`src/hw/rtl/todhue_pkg.sv`:
```
`timescale 1ns / 1ps
// Shared types and constants for the time-of-day hue interpolator.
// Holds the breakpoint table, field widths and the segment descriptor.
// No dependencies.
package todhue_pkg;

  // Field widths
  localparam int IN_W      = 18;  // signed seconds at the input
  localparam int OUT_W     = 17;  // hue in fixed point at the output
  localparam int SEC_W     = 17;  // seconds within one day, 0..86399
  localparam int OFF_W     = 14;  // offset within one segment, up to three hours
  localparam int DELTA_W   = 8;   // hue step magnitude, up to 180 degrees
  localparam int DEG_W     = 9;   // whole degrees, 0..359
  localparam int SEG_IDX_W = 4;

  localparam int HUE_FRAC_BITS_DEF = 8;
  localparam int DAY_SEC           = 86400;
  localparam int HOUR_SEC          = 3600;
  localparam int TURN_DEG          = 360;

  // Breakpoints: twelve stops bound eleven segments
  localparam int SEG_COUNT  = 11;
  localparam int STOP_COUNT = SEG_COUNT + 1;

  localparam int STOP_SEC [STOP_COUNT] = '{
    0 * HOUR_SEC,  3 * HOUR_SEC,  5 * HOUR_SEC,  6 * HOUR_SEC,
    8 * HOUR_SEC,  10 * HOUR_SEC, 12 * HOUR_SEC, 15 * HOUR_SEC,
    17 * HOUR_SEC, 19 * HOUR_SEC, 21 * HOUR_SEC, DAY_SEC
  };

  localparam int STOP_DEG [STOP_COUNT] = '{
    250, 270, 310, 340, 40, 70, 120, 185, 215, 245, 270, 250
  };

  // Shortest signed hue step of each segment (a step of exactly 180 counts as +180)
  localparam int SEG_DELTA [SEG_COUNT] = '{
    20, 40, 30, 60, 30, 50, 65, 30, 30, 25, -20
  };

  // Segment length, selects the constant divisor downstream
  typedef enum logic [1:0] {
    SPAN_1H = 2'd0,
    SPAN_2H = 2'd1,
    SPAN_3H = 2'd2
  } span_e;

  // One segment lookup, already turned into an upward step from base
  typedef struct packed {
    logic [DEG_W-1:0]   base;
    logic [DELTA_W-1:0] delta;
    logic [OFF_W-1:0]   off;
    span_e              span;
  } seg_t;

endpackage

```
`src/hw/rtl/todhue_seg.sv`:
```
`timescale 1ns / 1ps
// Segment lookup for the time-of-day hue interpolator.
// Finds the segment holding a second of the day and builds its step descriptor.
// Depends on todhue_pkg.
module todhue_seg
  import todhue_pkg::*;
(
  input  logic [SEC_W-1:0] sec_i,
  output seg_t             seg_o
);

  logic [SEG_IDX_W-1:0] idx;

  // Earliest segment whose end is at or after the time: a breakpoint takes the earlier one
  always_comb begin
    idx = SEG_IDX_W'(SEG_COUNT - 1);
    for (int i = SEG_COUNT - 1; i >= 0; i--) begin
      if (sec_i <= SEC_W'(STOP_SEC[i+1])) begin
        idx = SEG_IDX_W'(i);
      end
    end
  end

  // Falling segments are walked backwards from their end hue, so every step is upward
  always_comb begin
    seg_o = '0;
    for (int i = 0; i < SEG_COUNT; i++) begin
      if (idx == SEG_IDX_W'(i)) begin
        if (SEG_DELTA[i] < 0) begin
          seg_o.base  = DEG_W'(STOP_DEG[i+1]);
          seg_o.delta = DELTA_W'(-SEG_DELTA[i]);
          seg_o.off   = OFF_W'(SEC_W'(STOP_SEC[i+1]) - sec_i);
        end else begin
          seg_o.base  = DEG_W'(STOP_DEG[i]);
          seg_o.delta = DELTA_W'(SEG_DELTA[i]);
          seg_o.off   = OFF_W'(sec_i - SEC_W'(STOP_SEC[i]));
        end
        case (STOP_SEC[i+1] - STOP_SEC[i])
          HOUR_SEC:     seg_o.span = SPAN_1H;
          2 * HOUR_SEC: seg_o.span = SPAN_2H;
          default:      seg_o.span = SPAN_3H;
        endcase
      end
    end
  end

endmodule

```
`src/hw/rtl/time_of_day_hue_interpolator.sv`:
```
`timescale 1ns / 1ps
// Time-of-day hue interpolator: seven-stage pipeline, one transaction per cycle
// unless the output stalls; a new item may enter every cycle unless every stage is
// full and the output is stalled. Depth is set by the two constant-reciprocal
// divisions, each a multiply followed by its own register. Stages with no item fill
// while the output is stalled. Reset clears the stage valid bits only.
module time_of_day_hue_interpolator
  import todhue_pkg::*;
#(
  parameter int HUE_FRAC_BITS = HUE_FRAC_BITS_DEF
) (
  input  logic                   clk_i,
  input  logic                   rst_ni,
  input  logic                   in_valid_i,
  output logic                   in_ready_o,
  input  logic signed [IN_W-1:0] time_seconds_i,
  output logic                   out_valid_o,
  input  logic                   out_ready_i,
  output logic [OUT_W-1:0]       hue_fixed_o
);

  localparam int STAGES = 7;

  // First division: p / span, p below 2^P_W
  localparam int P_W     = OFF_W + DELTA_W - 1;
  localparam int DIV_W   = OFF_W;
  localparam int K1      = P_W + DIV_W;
  localparam int M1_W    = P_W + 3;
  localparam int PROD1_W = P_W + M1_W;
  // Second division: (remainder << frac) / span
  localparam int N2_W    = DIV_W + HUE_FRAC_BITS;
  localparam int K2      = N2_W + DIV_W;
  localparam int M2_W    = HUE_FRAC_BITS + 17;
  localparam int PROD2_W = N2_W + M2_W;
  localparam int HUE_FW  = DEG_W + HUE_FRAC_BITS;

  localparam logic [63:0] D1 = 64'(HOUR_SEC);
  localparam logic [63:0] D2 = 64'(2 * HOUR_SEC);
  localparam logic [63:0] D3 = 64'(3 * HOUR_SEC);

  localparam logic [M1_W-1:0] M1_1H = M1_W'(((64'd1 << K1) + D1 - 64'd1) / D1);
  localparam logic [M1_W-1:0] M1_2H = M1_W'(((64'd1 << K1) + D2 - 64'd1) / D2);
  localparam logic [M1_W-1:0] M1_3H = M1_W'(((64'd1 << K1) + D3 - 64'd1) / D3);
  localparam logic [M2_W-1:0] M2_1H = M2_W'(((64'd1 << K2) + D1 - 64'd1) / D1);
  localparam logic [M2_W-1:0] M2_2H = M2_W'(((64'd1 << K2) + D2 - 64'd1) / D2);
  localparam logic [M2_W-1:0] M2_3H = M2_W'(((64'd1 << K2) + D3 - 64'd1) / D3);

  localparam logic signed [19:0] DAY_S  = 20'sd86400;
  localparam logic [HUE_FW-1:0]  TURN_F = HUE_FW'(TURN_DEG) << HUE_FRAC_BITS;

  // Stage valid bits and advance enables
  logic [STAGES-1:0] valid_q;
  logic [STAGES:0]   en;

  always_comb begin
    en[STAGES] = out_ready_i;
    for (int k = STAGES - 1; k >= 0; k--) begin
      en[k] = !valid_q[k] || en[k+1];
    end
  end

  assign in_ready_o  = en[0];
  assign out_valid_o = valid_q[STAGES-1];

  always_ff @(posedge clk_i or negedge rst_ni) begin
    if (!rst_ni) begin
      valid_q <= '0;
    end else begin
      if (en[0]) begin
        valid_q[0] <= in_valid_i;
      end
      for (int k = 1; k < STAGES; k++) begin
        if (en[k]) begin
          valid_q[k] <= valid_q[k-1];
        end
      end
    end
  end

  // Stage 0: fold the signed time into one day
  logic signed [19:0] t_ext;
  logic [SEC_W-1:0]   sec_d, sec_q;

  always_comb begin
    t_ext = 20'(time_seconds_i);
    if (t_ext < -DAY_S) begin
      sec_d = SEC_W'(t_ext + (DAY_S <<< 1));
    end else if (t_ext < 20'sd0) begin
      sec_d = SEC_W'(t_ext + DAY_S);
    end else if (t_ext >= DAY_S) begin
      sec_d = SEC_W'(t_ext - DAY_S);
    end else begin
      sec_d = SEC_W'(t_ext);
    end
  end

  // Stage 1: segment lookup
  seg_t seg_d, seg_q;

  todhue_seg u_seg (
    .sec_i (sec_q),
    .seg_o (seg_d)
  );

  // Stage 2: step times offset
  logic [P_W-1:0]   p_d, p2_q;
  logic [DEG_W-1:0] base2_q;
  span_e            span2_q;

  assign p_d = P_W'({{(P_W-DELTA_W){1'b0}}, seg_q.delta} * {{(P_W-OFF_W){1'b0}}, seg_q.off});

  // Stage 3: whole degrees of the step via reciprocal multiply
  logic [M1_W-1:0]    m1_sel;
  logic [PROD1_W-1:0] prod1_d, prod1_q;
  logic [P_W-1:0]     p3_q;
  logic [DEG_W-1:0]   base3_q;
  span_e              span3_q;

  always_comb begin
    case (span2_q)
      SPAN_1H: m1_sel = M1_1H;
      SPAN_2H: m1_sel = M1_2H;
      SPAN_3H: m1_sel = M1_3H;
      default: m1_sel = M1_3H;
    endcase
  end

  assign prod1_d = PROD1_W'(p2_q) * PROD1_W'(m1_sel);

  // Stage 4: remainder and wrapped whole hue
  logic [DELTA_W-1:0] q1;
  logic [DIV_W-1:0]   div3;
  logic [DIV_W-1:0]   r_d, r4_q;
  logic [DEG_W:0]     hsum;
  logic [DEG_W-1:0]   hint_d, hint4_q;
  span_e              span4_q;

  assign q1 = prod1_q[K1 +: DELTA_W];

  always_comb begin
    case (span3_q)
      SPAN_1H: div3 = DIV_W'(D1);
      SPAN_2H: div3 = DIV_W'(D2);
      SPAN_3H: div3 = DIV_W'(D3);
      default: div3 = DIV_W'(D3);
    endcase
  end

  always_comb begin
    r_d  = DIV_W'(p3_q - P_W'(P_W'(q1) * P_W'(div3)));
    hsum = (DEG_W+1)'(base3_q) + (DEG_W+1)'(q1);
    if (hsum >= (DEG_W+1)'(TURN_DEG)) begin
      hint_d = DEG_W'(hsum - (DEG_W+1)'(TURN_DEG));
    end else begin
      hint_d = DEG_W'(hsum);
    end
  end

  // Stage 5: fraction bits via second reciprocal multiply
  logic [M2_W-1:0]    m2_sel;
  logic [PROD2_W-1:0] prod2_d, prod2_q;
  logic [DEG_W-1:0]   hint5_q;

  always_comb begin
    case (span4_q)
      SPAN_1H: m2_sel = M2_1H;
      SPAN_2H: m2_sel = M2_2H;
      SPAN_3H: m2_sel = M2_3H;
      default: m2_sel = M2_3H;
    endcase
  end

  assign prod2_d = PROD2_W'(N2_W'(r4_q) << HUE_FRAC_BITS) * PROD2_W'(m2_sel);

  // Stage 6: result register
  logic [HUE_FW-1:0] hue_d, hue_q;

  assign hue_d = (HUE_FW'(hint5_q) << HUE_FRAC_BITS) | HUE_FW'(prod2_q >> K2);

  assign hue_fixed_o = OUT_W'(hue_q);

  // Payload registers
  always_ff @(posedge clk_i) begin
    if (en[0]) begin
      sec_q <= sec_d;
    end
    if (en[1]) begin
      seg_q <= seg_d;
    end
    if (en[2]) begin
      p2_q    <= p_d;
      base2_q <= seg_q.base;
      span2_q <= seg_q.span;
    end
    if (en[3]) begin
      prod1_q <= prod1_d;
      p3_q    <= p2_q;
      base3_q <= base2_q;
      span3_q <= span2_q;
    end
    if (en[4]) begin
      r4_q    <= r_d;
      hint4_q <= hint_d;
      span4_q <= span3_q;
    end
    if (en[5]) begin
      prod2_q <= prod2_d;
      hint5_q <= hint4_q;
    end
    if (en[6]) begin
      hue_q <= hue_d;
    end
  end

  // Checks
  a_sec_in_day: assert property (@(posedge clk_i) disable iff (!rst_ni)
    valid_q[0] |-> sec_q < SEC_W'(DAY_SEC))
    else $error("folded time outside one day");

  a_rem_below_span: assert property (@(posedge clk_i) disable iff (!rst_ni)
    valid_q[4] |-> r4_q < (span4_q == SPAN_1H ? DIV_W'(D1) :
                           span4_q == SPAN_2H ? DIV_W'(D2) : DIV_W'(D3)))
    else $error("division remainder not below divisor");

  a_hue_below_turn: assert property (@(posedge clk_i) disable iff (!rst_ni)
    out_valid_o |-> hue_q < TURN_F)
    else $error("hue not wrapped below a full turn");

  a_stall_only_full: assert property (@(posedge clk_i) disable iff (!rst_ni)
    !in_ready_o |-> (&valid_q && !out_ready_i))
    else $error("input stalled with a free stage");

endmodule
```
`config.mk`:
```
export PLATFORM = sky130hd
export DESIGN_NAME = time_of_day_hue_interpolator
export DESIGN_NICKNAME = d
export VERILOG_FILES = /design/src/hw/rtl/todhue_pkg.sv /design/src/hw/rtl/todhue_seg.sv /design/src/hw/rtl/time_of_day_hue_interpolator.sv
export SDC_FILE = /design/constraint.sdc
export NUM_CORES = 2
export LEC_CHECK = 0
export ABC_CLOCK_PERIOD_IN_PS = 8500
export BUFFER_PORTS_ARGS = -buffer_cell sky130_fd_sc_hd__buf_2
export CORE_ASPECT_RATIO = 2
export CORE_MARGIN = 2
export CORE_UTILIZATION = 52
export DETAILED_ROUTE_END_ITERATION = 10
export PLACE_DENSITY = 0.69
export SYNTH_ARGS = -nofsm -noshare
export SYNTH_HDL_FRONTEND = slang
export SYNTH_SLANG_ARGS = --single-unit
export TNS_END_PERCENT = 1
```
`constraint.sdc`:
```
create_clock -name clk_i -period 8.5 [get_ports clk_i]
set_input_delay 0.85 -clock clk_i [delete_from_list [all_inputs] [get_ports clk_i]]
set_output_delay 0.85 -clock clk_i [all_outputs]
set_load 0.02 [all_outputs]
```
==> results.py <==
metrics = {
    "timing": {
        "period_needed_ns": 8.110,
        "tns_ns": 0,
        "maxSlewViolCount": 0,
        "final.setup_skew_ns": 0.01756,
        "rsz0062_at_grt": "false",
        "finalSetupViolations": 0,
        "worst_slew_pin_slew_ns": 1.057,
        "slew_headroom_pct": 29.54,
        "hold_viol_final": 0,
        "max_freq_mhz": 123.3,
        "min_period_over_period_pct": 95.42,
    },
    "logic_synthesis": {
        "yosysSeqAreaShare_pct": 16.43,
        "avgSynthCellArea_sq_um": 9.832,
        "synthDistinctLibCells": 82,
        "yosysTopAreaCell": "fa_1",
        "synth-main-ff-cell": "edfxtp_1",
        "syn_area_sq_um": 33240,
        "postSynthCellCount": 3381,
        "synth-edff-count": 176,
        "async_reset_ff_share_pct": 3.825,
        "ys_seq_elements": 183,
        "synth_top_area_share_pct": 34.45,
        "yosys_warnings": 0,
        "synthTopCellsByArea": "fa_1 (34%), ha_1 (17%), edfxtp_1 (16%)",
    },
    "die": {
        "coreArea_sq_um": 63600,
        "die_x_um": 182.8,
        "start_util_pct": 52.27,
        "ioPinCount": 41,
        "rows": 131,
        "die_area_sq_um": 66090,
        "die_y_um": 361.6,
    },
    "worst_setup_path": {
        "worstSetupPathType": "reg -> reg",
        "end_kind": "flip-flop",
        "slowest_stage": "fa_1",
        "cp_data_arrival_time_ns": 8.31,
        "required_ns": 8.70,
        "worstPathMaxFanout": 24,
        "max_stage_delay_ns": 0.54,
        "start_kind": "flip-flop",
        "crit_top_cell": "fa_1",
    },
    "detailed_routing": {
        "drtIter0Drc": 1307,
        "via_per_inst": 5.595,
        "drtAntennaViolNets": 0,
        "drc": 0,
        "vias": 23560,
        "drtPass1Iterations": 9,
        "top_layer": "met4",
        "wl_met3_mm": 3.835,
        "routed_wl_mm": 99.99,
        "wire_per_inst_um": 23.74,
        "wl_met1_mm": 28.61,
        "wl_met2_mm": 54.47,
    },
    "placement": {
        "port_buffers": 40,
        "dp.final_hpwl_mm": 86.33,
        "place_congestion": 1.083,
    },
    "run": {
        "max_cap_violations": 0,
    },
    "global_route": {
        "grt_usage_pct": 31.86,
        "grt_overflow": 0,
        "antenna_found_initial": 2,
        "grt_pass1_vias": 26310,
        "grt_max_degree": 40,
        "grt_first_pass_wirelength_mm": 152.7,
    },
    "finish": {
        "fill_cells": 5699,
        "seq_area_sq_um": 5460,
        "multi_input_area_sq_um": 23920,
        "layout_common_cells": "inv_1 (952), fa_1 (572), ha_1 (457)",
        "mostFrequentLayoutCell": "inv_1",
        "syn2layout_area_growth_pct": 5.446,
        "fin_nets": 4451,
        "antenna_cells": 0,
        "final_layout_size_suffix_gt1_share_pct": 4.131,
    },
    "worst_hold_path": {
        "hp-class": "in -> async",
    },
    "cts": {
        "htree_num_levels": 4,
        "cts.reportedPaths.clkPinSlew_ns": 0.08,
        "cts.sinks": 183,
        "post_cts_buffers": 0,
        "cts_tree": "built",
        "cts-root-buf": "clkbuf_16",
        "cts_buffers": 17,
        "cts_buffer_depth": 2,
        "clk_latency_ns": 0.46,
    },
    "status": {
        "status": "finished clean",
    },
}
==> kinds of logic (layout without fill, tap and decap cells) <==
| group | count (synthesis) | after routing | synth area share [%] |
|---|---|---|---|
| AO/OA/AOI/OAI | 364 | 364 | 7.328 |
| other | 2 | 3 | 0.02259 |
| XOR/XNOR | 95 | 95 | 2.503 |
| AND/OR/NAND/NOR | 669 | 669 | 10.13 |
| buffers and inverters | 1029 | 1060 | 11.63 |
| adder cells (fa/ha/maj) | 1029 | 1029 | 51.65 |
| multiplexers | 10 | 10 | 0.3049 |
| flip-flops | 183 | 183 | 16.43 |
==> state kept, by name, summed over array words and instances, names as in the netlist, 7 cells and up <==
| register | flops |
|---|---|
| base2_q | 9 |
| base3_q | 9 |
| hint4_q | 9 |
| hint5_q | 9 |
| hue_fixed_o | 17 |
| p2_q | 21 |
| p3_q | 14 |
| prod1_q | 8 |
| prod2_q | 11 |
| r4_q | 14 |
| sec_q | 17 |
| seg_q | 32 |
| valid_q | 7 |
==> worst max-delay path: cells and delay by family, from the launching register on <==
kind	cells	cell delay, ns
AND/OR/NAND/NOR	4	0.80
XOR/XNOR	1	0.10
buffers and inverters	8	1.23
adder cells (fa/ha/maj)	8	3.55
flip-flops	1	0.43
AO/OA/AOI/OAI	7	1.72
==> layer usage <==
metal | GRT usage (%) | up-vias
met5 | 0 | -
met3 | 4.227 | 484
met2 | 60.10 | 879
met1 | 27.26 | 11630
li1 | - | 10560
met4 | 32.93 | 0
==> synthesized netlist by cell type (9+ instances only) <==
library cell and number:
nor2_1 115, nand2b_1 33, nor2b_1 35, ha_1 457, or3_1 12, a21oi_1 88, o21ai_0 78, o21a_1 13
nand2_1 202, xor2_1 16, edfxtp_1 176, nand3_1 26, inv_1 952, xnor2_1 79, nand4_1 12, a21o_1 22
and2_1 142, a21boi_0 10, o211ai_1 17, mux2i_1 9, a211oi_1 9, a31oi_1 11, nor3_1 37, and3_1 9
clkbuf_1 72, o22ai_1 16, fa_1 572, or2_2 16, o221ai_1 9
==> timing repair <==
action                                  CTS  global route
endpoints found under the setup margin    0             1
hold buffers                              0             0
resized for setup                         0             1
==> final cells by class <==
type	count	area share, %
Multi-Input combinational cell	2170	68.25
Clock inverter	14	0.5854
Sequential cell	183	15.58
Clock buffer	18	1.224
Timing Repair Buffer	75	1.314
Tap cell	798	2.848
Inverter	953	10.21
==> through the flow <==
step | setup slack, ns | utilization [%] | cells | hold WS (ns) | instance area, sq um
CTS | 0.3320 | 55.11 | 4211 | 0.1856 | 35050
global placement | 0.4692 | 54.11 | 4178 | 0.4010 | 34410
global route | 0.06821 | 55.12 | 4211 | 0.1954 | 35050
finish | 0.3897 | 55.12 | 4211 | 0.2070 | 35050
detailed placement | 0.3850 | 54.12 | 4179 | 0.4045 | 34420
floorplan | 1.129 | - | 3382 | 0.4003 | 33250
==> path summary, 6_finish.rpt <==
kind / from / end / slack, ns / depth (start not counted)
min in group clk_i: hint4_q[6] / hint5_q[6] / 0.42 / 0
worst max register to register: span2_q[1] / prod1_q[42] / 0.39 / 28
worst min register to register: hint4_q[6] / hint5_q[6] / 0.42 / 0
max in group asynchronous: rst_ni / valid_q[4] / 8.14 / 1
worst max-delay path: span2_q[1] / prod1_q[42] / 0.39 / 28
worst min-delay path: rst_ni / valid_q[6] / 0.21 / 1
Power is not shown: default switching activity piles up to over one toggle a cycle in this logic, so the estimate is an artifact.
